## src/design/modbus_rtu_master_transaction_unit_defines.svh

```systemverilog
// Assertion macros for the Modbus RTU master transaction unit.
`ifndef MODBUS_RTU_MASTER_TRANSACTION_UNIT_DEFINES_SVH
`define MODBUS_RTU_MASTER_TRANSACTION_UNIT_DEFINES_SVH

// Same-cycle implication, disabled while reset is asserted.
`define MRTU_ASSERT_IMPL(label, clk, rst_n, ante, cons) \
	label: assert property (@(posedge clk) disable iff (!(rst_n)) (ante) |-> (cons)) \
		else $error("mrtu: same-cycle check failed");

// Next-cycle implication, disabled while reset is asserted.
`define MRTU_ASSERT_NEXT(label, clk, rst_n, ante, cons) \
	label: assert property (@(posedge clk) disable iff (!(rst_n)) (ante) |=> (cons)) \
		else $error("mrtu: next-cycle check failed");

`endif

```

## src/design/mrtu_pkg.sv

```systemverilog
`timescale 1ns / 1ps

package mrtu_pkg;

	// input commands
	localparam logic [1:0] CMD_RX   = 2'd0;
	localparam logic [1:0] CMD_TICK = 2'd1;
	localparam logic [1:0] CMD_SEND = 2'd2;

	// result kinds
	localparam logic [1:0] KIND_TX     = 2'd0;
	localparam logic [1:0] KIND_DATA   = 2'd1;
	localparam logic [1:0] KIND_FINISH = 2'd2;
	localparam logic [1:0] KIND_REFUSE = 2'd3;

	// transaction outcomes
	localparam logic [2:0] OUT_OK        = 3'd0;
	localparam logic [2:0] OUT_CRC_ERR   = 3'd1;
	localparam logic [2:0] OUT_UNK_FUNC  = 3'd2;
	localparam logic [2:0] OUT_TIMEOUT   = 3'd3;
	localparam logic [2:0] OUT_EXCEPTION = 3'd4;

	// function codes
	localparam logic [7:0] FC_READ_COILS    = 8'h01;
	localparam logic [7:0] FC_READ_INPUTS   = 8'h02;
	localparam logic [7:0] FC_READ_HOLDING  = 8'h03;
	localparam logic [7:0] FC_READ_INPUT_RG = 8'h04;
	localparam logic [7:0] FC_WRITE_COIL    = 8'h05;
	localparam logic [7:0] FC_WRITE_MULTI   = 8'h10;
	localparam logic [7:0] FIXED_DATA_LEN   = 8'd3;

	localparam logic [15:0] CRC_INIT = 16'hFFFF;
	localparam logic [15:0] CRC_POLY = 16'hA001;

	localparam logic [9:0] QUIET_MAX     = 10'd1023;
	localparam logic [9:0] TIMEOUT_RESET = 10'd30;

	localparam int QUEUE_DEPTH = 4;

	// index of the final byte of a request frame
	localparam logic [2:0] FRAME_LAST = 3'd7;

	typedef enum logic [1:0] {
		JOB_SEND   = 2'd0,
		JOB_DATA   = 2'd1,
		JOB_FINISH = 2'd2,
		JOB_REFUSE = 2'd3
	} job_kind_t;

	typedef struct packed {
		job_kind_t   kind;
		logic [7:0]  data_byte;
		logic [2:0]  outcome;
		logic [7:0]  reply_addr;
		logic [7:0]  reply_func;
		logic [7:0]  data_count;
		logic [7:0]  slave_addr;
		logic [7:0]  func_code;
		logic [15:0] first_reg;
		logic [15:0] reg_count;
	} job_t;

	// one byte of CRC-16/MODBUS, reflected
	function automatic logic [15:0] crc_add(input logic [15:0] crc, input logic [7:0] b);
		logic [15:0] c;
		c = crc ^ {8'h00, b};
		for (int k = 0; k < 8; k++) begin
			c = c[0] ? ((c >> 1) ^ CRC_POLY) : (c >> 1);
		end
		return c;
	endfunction

endpackage

```

## src/design/mrtu_front.sv

```systemverilog
`timescale 1ns / 1ps

module mrtu_front (
	input  logic              clk,
	input  logic              arst_n,
	input  logic              accept,
	input  logic [1:0]        command,
	input  logic [7:0]        rx_byte,
	input  logic [7:0]        slave_addr,
	input  logic [7:0]        func_code,
	input  logic [15:0]       first_reg,
	input  logic [15:0]       reg_count,
	input  logic [9:0]        timeout_ms,
	output logic              push,
	output mrtu_pkg::job_t    push_job
);

	typedef enum logic [3:0] {
		BUS_NONE     = 4'b0001,
		BUS_PENDING  = 4'b0010,
		BUS_RECEIVED = 4'b0100,
		BUS_FAILED   = 4'b1000
	} bus_t;

	typedef enum logic [5:0] {
		STEP_ADDR   = 6'b000001,
		STEP_FUNC   = 6'b000010,
		STEP_LEN    = 6'b000100,
		STEP_DATA   = 6'b001000,
		STEP_CRC_LO = 6'b010000,
		STEP_CRC_HI = 6'b100000
	} step_t;

	bus_t        bus_q, bus_d;
	step_t       step_q, step_d;
	logic [7:0]  raddr_q, raddr_d;
	logic [7:0]  rfunc_q, rfunc_d;
	logic [7:0]  dlen_q, dlen_d;
	logic [7:0]  didx_q, didx_d;
	logic [15:0] crc_q, crc_d;
	logic [7:0]  crc_lo_q, crc_lo_d;
	logic [9:0]  wait_q, wait_d;
	logic [9:0]  quiet_q, quiet_d;

	logic        fin;
	logic [2:0]  fin_outcome;
	logic [7:0]  next_idx;

	always_comb begin
		bus_d       = bus_q;
		step_d      = step_q;
		raddr_d     = raddr_q;
		rfunc_d     = rfunc_q;
		dlen_d      = dlen_q;
		didx_d      = didx_q;
		crc_d       = crc_q;
		crc_lo_d    = crc_lo_q;
		wait_d      = wait_q;
		quiet_d     = quiet_q;
		push        = 1'b0;
		push_job    = '0;
		fin         = 1'b0;
		fin_outcome = mrtu_pkg::OUT_OK;
		next_idx    = didx_q + 8'd1;

		if (accept) begin
			unique case (command)
				mrtu_pkg::CMD_RX: begin
					quiet_d = '0;
					if (bus_q == BUS_PENDING) begin
						wait_d = '0;
						unique case (step_q)
							STEP_ADDR: begin
								raddr_d = rx_byte;
								didx_d  = '0;
								crc_d   = mrtu_pkg::crc_add(mrtu_pkg::CRC_INIT, rx_byte);
								step_d  = STEP_FUNC;
							end
							STEP_FUNC: begin
								rfunc_d = rx_byte;
								crc_d   = mrtu_pkg::crc_add(crc_q, rx_byte);
								step_d  = STEP_LEN;
							end
							STEP_LEN: begin
								crc_d  = mrtu_pkg::crc_add(crc_q, rx_byte);
								didx_d = '0;
								if (rfunc_q[7]) begin
									dlen_d = '0;
								end else if (rfunc_q inside {mrtu_pkg::FC_READ_COILS,
										mrtu_pkg::FC_READ_INPUTS, mrtu_pkg::FC_READ_HOLDING,
										mrtu_pkg::FC_READ_INPUT_RG}) begin
									dlen_d = rx_byte;
								end else if (rfunc_q == mrtu_pkg::FC_WRITE_COIL ||
										rfunc_q == mrtu_pkg::FC_WRITE_MULTI) begin
									dlen_d = mrtu_pkg::FIXED_DATA_LEN;
								end else begin
									fin         = 1'b1;
									fin_outcome = mrtu_pkg::OUT_UNK_FUNC;
								end
								if (!fin) begin
									step_d = (dlen_d == 8'd0) ? STEP_CRC_LO : STEP_DATA;
								end
							end
							STEP_DATA: begin
								crc_d  = mrtu_pkg::crc_add(crc_q, rx_byte);
								didx_d = next_idx;
								if (next_idx >= dlen_q) begin
									step_d = STEP_CRC_LO;
								end
								push               = 1'b1;
								push_job.kind      = mrtu_pkg::JOB_DATA;
								push_job.data_byte = rx_byte;
							end
							STEP_CRC_LO: begin
								crc_lo_d = rx_byte;
								step_d   = STEP_CRC_HI;
							end
							STEP_CRC_HI: begin
								fin = 1'b1;
								if ({rx_byte, crc_lo_q} != crc_q) begin
									fin_outcome = mrtu_pkg::OUT_CRC_ERR;
								end else if (rfunc_q[7]) begin
									fin_outcome = mrtu_pkg::OUT_EXCEPTION;
								end else begin
									fin_outcome = mrtu_pkg::OUT_OK;
								end
							end
							default: begin
								step_d = STEP_ADDR;
							end
						endcase
					end
				end
				mrtu_pkg::CMD_TICK: begin
					if (quiet_q != mrtu_pkg::QUIET_MAX) begin
						quiet_d = quiet_q + 10'd1;
					end
					if (bus_q == BUS_PENDING) begin
						if (wait_q >= timeout_ms) begin
							fin         = 1'b1;
							fin_outcome = mrtu_pkg::OUT_TIMEOUT;
						end else begin
							wait_d = wait_q + 10'd1;
						end
					end
				end
				mrtu_pkg::CMD_SEND: begin
					push = 1'b1;
					if (bus_q == BUS_PENDING || quiet_q < timeout_ms) begin
						push_job.kind = mrtu_pkg::JOB_REFUSE;
					end else begin
						push_job.kind       = mrtu_pkg::JOB_SEND;
						push_job.slave_addr = slave_addr;
						push_job.func_code  = func_code;
						push_job.first_reg  = first_reg;
						push_job.reg_count  = reg_count;
						step_d  = STEP_ADDR;
						raddr_d = '0;
						rfunc_d = '0;
						dlen_d  = '0;
						didx_d  = '0;
						crc_d   = mrtu_pkg::CRC_INIT;
						crc_lo_d = '0;
						wait_d  = '0;
						bus_d   = BUS_PENDING;
					end
				end
				default: begin
				end
			endcase

			if (fin) begin
				bus_d  = (fin_outcome == mrtu_pkg::OUT_OK) ? BUS_RECEIVED : BUS_FAILED;
				step_d = STEP_ADDR;
				wait_d = '0;
				push                = 1'b1;
				push_job.kind       = mrtu_pkg::JOB_FINISH;
				push_job.outcome    = fin_outcome;
				push_job.reply_addr = raddr_d;
				push_job.reply_func = rfunc_d;
				push_job.data_count = didx_d;
			end
		end
	end

	always_ff @(posedge clk or negedge arst_n) begin
		if (!arst_n) begin
			bus_q    <= BUS_NONE;
			step_q   <= STEP_ADDR;
			raddr_q  <= '0;
			rfunc_q  <= '0;
			dlen_q   <= '0;
			didx_q   <= '0;
			crc_q    <= mrtu_pkg::CRC_INIT;
			crc_lo_q <= '0;
			wait_q   <= '0;
			quiet_q  <= mrtu_pkg::QUIET_MAX;
		end else begin
			bus_q    <= bus_d;
			step_q   <= step_d;
			raddr_q  <= raddr_d;
			rfunc_q  <= rfunc_d;
			dlen_q   <= dlen_d;
			didx_q   <= didx_d;
			crc_q    <= crc_d;
			crc_lo_q <= crc_lo_d;
			wait_q   <= wait_d;
			quiet_q  <= quiet_d;
		end
	end

endmodule

```

## src/design/mrtu_queue.sv

```systemverilog
`timescale 1ns / 1ps

module mrtu_queue #(
	parameter int DEPTH = mrtu_pkg::QUEUE_DEPTH
) (
	input  logic           clk,
	input  logic           arst_n,
	input  logic           push,
	input  mrtu_pkg::job_t push_job,
	input  logic           pop,
	output logic           full,
	output logic           empty,
	output mrtu_pkg::job_t head
);

	localparam int PW = (DEPTH > 1) ? $clog2(DEPTH) : 1;
	localparam int CW = $clog2(DEPTH + 1);
	localparam logic [PW-1:0] PTR_LAST = PW'(DEPTH - 1);
	localparam logic [CW-1:0] CNT_FULL = CW'(DEPTH);

	mrtu_pkg::job_t slots_q [DEPTH];
	logic [PW-1:0]  wr_ptr_q, rd_ptr_q;
	logic [CW-1:0]  count_q;

	assign full  = (count_q == CNT_FULL);
	assign empty = (count_q == '0);
	assign head  = slots_q[rd_ptr_q];

	always_ff @(posedge clk) begin
		if (push) begin
			slots_q[wr_ptr_q] <= push_job;
		end
	end

	always_ff @(posedge clk or negedge arst_n) begin
		if (!arst_n) begin
			wr_ptr_q <= '0;
			rd_ptr_q <= '0;
			count_q  <= '0;
		end else begin
			if (push) begin
				wr_ptr_q <= (wr_ptr_q == PTR_LAST) ? '0 : wr_ptr_q + PW'(1);
			end
			if (pop) begin
				rd_ptr_q <= (rd_ptr_q == PTR_LAST) ? '0 : rd_ptr_q + PW'(1);
			end
			case ({push, pop})
				2'b10:   count_q <= count_q + CW'(1);
				2'b01:   count_q <= count_q - CW'(1);
				default: count_q <= count_q;
			endcase
		end
	end

endmodule

```

## src/design/mrtu_back.sv

```systemverilog
`timescale 1ns / 1ps

module mrtu_back (
	input  logic           clk,
	input  logic           arst_n,
	input  logic           empty,
	input  mrtu_pkg::job_t head,
	output logic           pop,
	output logic           out_valid,
	input  logic           out_stall,
	output logic [1:0]     out_kind,
	output logic [7:0]     out_byte,
	output logic           last,
	output logic [2:0]     outcome,
	output logic [7:0]     reply_addr,
	output logic [7:0]     reply_func,
	output logic [7:0]     data_count
);

	logic        valid_q;
	logic [2:0]  idx_q;
	logic [15:0] crc_q;
	logic        emit;
	logic [7:0]  tx_byte;
	logic [15:0] crc_base;

	logic [1:0]  kind_q;
	logic [7:0]  byte_q;
	logic        last_q;
	logic [2:0]  outcome_q;
	logic [7:0]  raddr_q, rfunc_q, dcount_q;

	assign emit = !empty && (!valid_q || !out_stall);
	assign pop  = emit && (head.kind != mrtu_pkg::JOB_SEND || idx_q == mrtu_pkg::FRAME_LAST);

	// frame byte for the current index; CRC bytes come from the running sum
	always_comb begin
		case (idx_q)
			3'd0:    tx_byte = head.slave_addr;
			3'd1:    tx_byte = head.func_code;
			3'd2:    tx_byte = head.first_reg[15:8];
			3'd3:    tx_byte = head.first_reg[7:0];
			3'd4:    tx_byte = head.reg_count[15:8];
			3'd5:    tx_byte = head.reg_count[7:0];
			3'd6:    tx_byte = crc_q[7:0];
			default: tx_byte = crc_q[15:8];
		endcase
		crc_base = (idx_q == 3'd0) ? mrtu_pkg::CRC_INIT : crc_q;
	end

	always_ff @(posedge clk or negedge arst_n) begin
		if (!arst_n) begin
			valid_q <= 1'b0;
			idx_q   <= '0;
		end else begin
			if (emit) begin
				valid_q <= 1'b1;
			end else if (!out_stall) begin
				valid_q <= 1'b0;
			end
			if (emit && head.kind == mrtu_pkg::JOB_SEND) begin
				idx_q <= idx_q + 3'd1;
			end
		end
	end

	always_ff @(posedge clk) begin
		if (emit) begin
			byte_q    <= '0;
			last_q    <= 1'b0;
			outcome_q <= '0;
			raddr_q   <= '0;
			rfunc_q   <= '0;
			dcount_q  <= '0;
			unique case (head.kind)
				mrtu_pkg::JOB_SEND: begin
					kind_q <= mrtu_pkg::KIND_TX;
					byte_q <= tx_byte;
					last_q <= (idx_q == mrtu_pkg::FRAME_LAST);
					if (idx_q < 3'd6) begin
						crc_q <= mrtu_pkg::crc_add(crc_base, tx_byte);
					end
				end
				mrtu_pkg::JOB_DATA: begin
					kind_q <= mrtu_pkg::KIND_DATA;
					byte_q <= head.data_byte;
				end
				mrtu_pkg::JOB_FINISH: begin
					kind_q    <= mrtu_pkg::KIND_FINISH;
					outcome_q <= head.outcome;
					raddr_q   <= head.reply_addr;
					rfunc_q   <= head.reply_func;
					dcount_q  <= head.data_count;
				end
				default: begin
					kind_q <= mrtu_pkg::KIND_REFUSE;
				end
			endcase
		end
	end

	assign out_valid  = valid_q;
	assign out_kind   = kind_q;
	assign out_byte   = byte_q;
	assign last       = last_q;
	assign outcome    = outcome_q;
	assign reply_addr = raddr_q;
	assign reply_func = rfunc_q;
	assign data_count = dcount_q;

endmodule

```

## src/design/modbus_rtu_master_transaction_unit.sv

```systemverilog
// Modbus RTU master transaction unit.
// Input channel (in_valid / in_stall): one item per request, command selects a received
// bus byte, a millisecond tick, or a read/write send request. One item is taken every
// cycle while the internal job queue has room; in_stall rises only when it is full.
// Output channel (out_valid / out_stall): transmit bytes of a request frame (last marks
// the eighth), reply data bytes, one finish result with its outcome, or a refusal.
// A result is registered in the job queue and then in the output register. A send
// expands to eight transmit bytes, one per cycle unless the output stalls, with the
// CRC-16 built byte by byte in the back end; every other item gives at most one result.
// Sustained input rate is one item per cycle, limited by frame expansion and output stalls.
// A stall on the output holds the current result; the front keeps taking items until
// the queue fills. cfg_wr_en / cfg_wr_data write the reply timeout in milliseconds.
// Reset (arst_n low, asynchronous) empties the queue and output, clears any pending
// transaction, marks the bus quiet and loads a timeout of 30 ms.
`timescale 1ns / 1ps
`include "modbus_rtu_master_transaction_unit_defines.svh"

module modbus_rtu_master_transaction_unit #(
	parameter int QUEUE_DEPTH = mrtu_pkg::QUEUE_DEPTH
) (
	input  logic        clk,
	input  logic        arst_n,
	input  logic        cfg_wr_en,
	input  logic [9:0]  cfg_wr_data,
	input  logic        in_valid,
	output logic        in_stall,
	input  logic [1:0]  command,
	input  logic [7:0]  rx_byte,
	input  logic [7:0]  slave_addr,
	input  logic [7:0]  func_code,
	input  logic [15:0] first_reg,
	input  logic [15:0] reg_count,
	output logic        out_valid,
	input  logic        out_stall,
	output logic [1:0]  out_kind,
	output logic [7:0]  out_byte,
	output logic        last,
	output logic [2:0]  outcome,
	output logic [7:0]  reply_addr,
	output logic [7:0]  reply_func,
	output logic [7:0]  data_count
);

	logic           timeout_q;
	logic [9:0]     timeout_ms_q;
	logic           accept;
	logic           push;
	logic           pop;
	logic           q_full;
	logic           q_empty;
	mrtu_pkg::job_t push_job;
	mrtu_pkg::job_t head;

	always_ff @(posedge clk or negedge arst_n) begin
		if (!arst_n) begin
			timeout_ms_q <= mrtu_pkg::TIMEOUT_RESET;
		end else if (cfg_wr_en) begin
			timeout_ms_q <= cfg_wr_data;
		end
	end

	// timeout register written since reset
	always_ff @(posedge clk or negedge arst_n) begin
		if (!arst_n) begin
			timeout_q <= 1'b0;
		end else if (cfg_wr_en) begin
			timeout_q <= 1'b1;
		end
	end

	assign in_stall = q_full;
	assign accept   = in_valid && !in_stall;

	mrtu_front u_front (
		.clk        (clk),
		.arst_n     (arst_n),
		.accept     (accept),
		.command    (command),
		.rx_byte    (rx_byte),
		.slave_addr (slave_addr),
		.func_code  (func_code),
		.first_reg  (first_reg),
		.reg_count  (reg_count),
		.timeout_ms (timeout_ms_q),
		.push       (push),
		.push_job   (push_job)
	);

	mrtu_queue #(
		.DEPTH (QUEUE_DEPTH)
	) u_queue (
		.clk      (clk),
		.arst_n   (arst_n),
		.push     (push),
		.push_job (push_job),
		.pop      (pop),
		.full     (q_full),
		.empty    (q_empty),
		.head     (head)
	);

	mrtu_back u_back (
		.clk        (clk),
		.arst_n     (arst_n),
		.empty      (q_empty),
		.head       (head),
		.pop        (pop),
		.out_valid  (out_valid),
		.out_stall  (out_stall),
		.out_kind   (out_kind),
		.out_byte   (out_byte),
		.last       (last),
		.outcome    (outcome),
		.reply_addr (reply_addr),
		.reply_func (reply_func),
		.data_count (data_count)
	);

	// a frame byte that is taken is followed at once by the next one
	`MRTU_ASSERT_NEXT(a_frame_streams, clk, arst_n, out_valid && !out_stall && !last && out_kind == mrtu_pkg::KIND_TX, out_valid && out_kind == mrtu_pkg::KIND_TX)
	// last marks transmit bytes only
	`MRTU_ASSERT_IMPL(a_last_is_tx, clk, arst_n, out_valid && last, out_kind == mrtu_pkg::KIND_TX)
	// only finish results carry reply fields
	`MRTU_ASSERT_IMPL(a_fields_zero, clk, arst_n, out_valid && out_kind != mrtu_pkg::KIND_FINISH, outcome == 3'd0 && reply_addr == 8'd0 && reply_func == 8'd0 && data_count == 8'd0)
	// never pop an empty queue, never push into a full one unless a pop frees a slot
	`MRTU_ASSERT_IMPL(a_queue_guard, clk, arst_n, 1'b1, !(pop && q_empty) && !(push && q_full && !pop))
	// a configuration write lands in the timeout register
	`MRTU_ASSERT_NEXT(a_cfg_write, clk, arst_n, cfg_wr_en, timeout_q && timeout_ms_q == $past(cfg_wr_data))

endmodule
```

## config.mk

```make
export PLATFORM = sky130hd
export DESIGN_NAME = modbus_rtu_master_transaction_unit
export DESIGN_NICKNAME = d
export VERILOG_FILES = /design/src/design/mrtu_pkg.sv /design/src/design/mrtu_front.sv /design/src/design/mrtu_queue.sv /design/src/design/mrtu_back.sv /design/src/design/modbus_rtu_master_transaction_unit.sv
export VERILOG_INCLUDE_DIRS = /design/src /design/src/design
export SDC_FILE = /design/constraint.sdc
export NUM_CORES = 1
export LEC_CHECK = 0
export ABC_AREA = 0
export BUFFER_PORTS_ARGS = -buffer_cell sky130_fd_sc_hd__buf_2
export CORE_MARGIN = 4
export CORE_UTILIZATION = 50
export CTS_CLUSTER_SIZE = 30
export DETAILED_ROUTE_END_ITERATION = 16
export PLACE_DENSITY = 0.67
export SYNTH_ARGS = -nofsm -noshare
export SYNTH_HDL_FRONTEND = slang
export SYNTH_SLANG_ARGS = --single-unit
```

## constraint.sdc

```tcl
create_clock -name clk -period 11.4 [get_ports clk]
set_clock_uncertainty 0.2 [all_clocks]
set_input_delay 2.85 -clock clk [delete_from_list [all_inputs] [get_ports clk]]
set_output_delay 2.85 -clock clk [all_outputs]
set_load 0.1 [all_outputs]
```

==> metrics <==
Non-Filler Instances=2,324; layout cells sized above 1=21.1%; internal power=4480 µW; synth top area cells=edfxtp_1, dfrtp_1, mux4_2; worst vdd ir=0.274 mV; Clock Sinks=501; core area=44,600 µm²; DPL Wire Length=31.5 mm; syn nets=1,712; CTS tree=built; CP Max Fanout=49; Flop pwr share=37.4%; Initial Util=51.0%; Setup WS pre-CTS=4.57 ns; ANT nets after route=0; First-pass DRT Iterations=7; crit path max-delay cell type=a31oi_1; Cell Rows=77; share of flip-flops with an asynchronous set or reset=21.4%; first-pass GRT wire length=78.9 mm; Synth Area per Inst=14.3 µm²; final hold vios=0; uppermost layer routed=met4; Synth warnings=0; Seq cells post-synth=501; CTS H-tree lvls=2; RSZ-0062 raised after global routing=false; routability cong.=0.870; Peak Freq=161 MHz; status=finished clean; Final Critical Period=6.23 ns; max incr delay on CP=0.77 ns; Yosys cell types=78; initial antenna violation count=0; kind of critical path=input pin to register; DRC violation total after the first TritonRoute iteration=1,097; routed wire length=49.3 mm; CP cell instances=buf_2, clkinv_1, nand2_1, a31oi_1, and2_4, buf_4; Placed Cells=2,230; switch share=36.8%; largest net degree at the start of global routing=75; # setup viols final=0; Tot Pwr=7080 µW; setup TNS=0 ns; number of synthesized flops with an enable pin=394; global router's overall resource usage=20.1%; metal2 WL=23.4 mm; clk slew on worst S/H paths=0.05 ns; final net count=1,807; max cap viols=0; metal3 WL=3.22 mm; Least-Margin Pin Slew=1.25 ns; power density cells=278 nW/µm²; Data required, critical path=11.40 ns; Final Core Density=57.2%; postcts setup bufs=0; number of remaining DRC errors=0; post-cts resize count=0; r2r setup slk=6.50 ns; CTS Hold Bufs=0; Synth Cell Area=22,800 µm²; count leader, synth=edfxtp_1; number of buffers created by CTS=51; Die Span X=221 µm; Max-Slew Margin vs Limit=16.7%; routed vias/inst=5.79; Inserted Diodes=0; Metal-1 WL=21.6 mm; Pleak=0.00941 µW; max-slew violations=0; Post-Syn Instances=1,596; Seq/Total Area, Yosys=63.9%; final global-route overflow total=0; Hold Crit Class=register to register; via count=13,500; worst path buffer plus inverter count=3; Die H=221 µm; Syn-to-layout area delta=12.1%; Critical Path AT=6.23 ns; worst skew pair latency=0.61 ns; CTS root buf=clkbuf_16; CTS max path bufs=3; combinational group share of total power=38.4%; Synth area leader=edfxtp_1; Clk pwr share=24.2%; Startpoint Class=input pin; Port Buffers=112; wire length per cell=21.2 µm; sw power=2600 µW; top_reg_cell synth=edfxtp_1; period utilisation layout=54.6%; I/O pin count=113; vias in the first global route=13,800; die area=49,000 µm²; area share of the largest cell type after synthesis=52.0%; Critical Path Sink Type=register; top post-synthesis cells by count=edfxtp_1, nor2_1, nand2_1; CP top delay family=simple AND/OR/NAND/NOR gates; Final WS setup=5.17 ns
[per-stage QoR]
stage	hold WS [ns]	instance area [µm²]
6_report	0.291	25500
5_1_grt	0.316	25500
4_1_cts	0.293	25500
3_5_place_dp	0.283	23800
3_3_place_gp	0.271	23800
2_1_floorplan	0.253	22800
[worst min-delay path: stages (launching register included)]
cell	delay, ns
dfstp_2	0.38
inv_1	0.05
mux2i_1	0.06
[cells in the final DEF (no fill, tap or decap), drive strengths merged, types with 5 or more instances in the layout]
| cell | n |
|---|---|
| and2 | 54 |
| a22o | 17 |
| bufinv | 8 |
| nor3 | 15 |
| nor4 | 17 |
| a22oi | 33 |
| or3 | 11 |
| nor2b | 35 |
| nor2 | 125 |
| xor2 | 38 |
| clkinv | 25 |
| nand2 | 102 |
| nand2b | 10 |
| xnor2 | 50 |
| mux2 | 24 |
| edfxtp | 394 |
| o31ai | 11 |
| or2 | 11 |
| a21o | 12 |
| buf | 130 |
| inv | 48 |
| a21oi | 39 |
| ha | 42 |
| nand3 | 32 |
| o21ai | 64 |
| a31oi | 11 |
| dfrtp | 75 |
| mux2i | 51 |
| dfstp | 32 |
| mux4 | 70 |
| o22ai | 5 |
| and3 | 17 |
| clkbuf | 59 |
[state kept, by name (all words and copies together), names as in the netlist, 3 cells and up]
signal,flops
u_front.rfunc_q,8
u_back.data_count,8
u_front.wait_q,10
timeout_ms_q,10
u_back.reply_addr,8
u_back.crc_q,16
u_front.didx_q,8
u_back.outcome,3
u_front.quiet_q,10
u_back.out_byte,8
u_front.raddr_q,8
u_queue.slots_q,340
u_queue.count_q,3
u_front.step_q,6
u_front.crc_q,16
u_back.idx_q,3
u_front.bus_q,4
u_front.crc_lo_q,8
u_front.dlen_q,8
u_back.reply_func,8
[logic make-up (layout without fill, tap and decap cells)]
| logic type | Yosys count | count (layout) | synth area share, % |
|---|---|---|---|
| muxes | 145 | 145 | 10.4 |
| DFF | 501 | 501 | 63.9 |
| and+or+nand+nor | 452 | 452 | 9.91 |
| buffers and inverters | 135 | 271 | 2.78 |
| AOI/OAI and AO/OA | 231 | 231 | 6.89 |
| xor gates and xnor gates | 89 | 89 | 3.70 |
| adders and majority gates | 43 | 43 | 2.40 |
[worst paths after layout]
kind / to / start / depth (start not counted)
max: u_queue.slots_q[2][58] / command[0] / 6
min: u_front.crc_q[12] / u_front.crc_q[12] / 2
max reg2reg: u_back.crc_q[0] / u_queue.rd_ptr_q[1] / 11
min reg2reg: u_front.crc_q[12] / u_front.crc_q[12] / 2
max in group asynchronous: u_queue.rd_ptr_q[1] / arst_n / 2
min in group asynchronous: u_front.crc_lo_q[3] / arst_n / 1
[final cells by class]
type / count / area, µm²
Fill cell: 3542 / 19100
Tap cell: 592 / 741
Multi-Input combinational cell: 960 / 7600
Inverter: 47 / 176
Clock inverter: 35 / 418
Sequential cell: 501 / 14600
Clock buffer: 59 / 1310
Timing Repair Buffer: 130 / 698
[power by group through the flow]
stage          clock, µW  combinational [µW]  sequential [µW]
2_1_floorplan          0                1870             3000
3_3_place_gp           0                2700             2680
3_5_place_dp           0                2730             2690
4_1_cts             1750                2740             2650
5_1_grt             1830                2950             2690
6_report            1720                2720             2650
[metal layers]
layer	track usage (%)	up-vias
met1	29.3	6818
li1	-	6175
met5	0	-
met4	5.60	0
met2	31.5	393
met3	3.80	76
No activity file was read; power rests on OpenSTA's default activity.
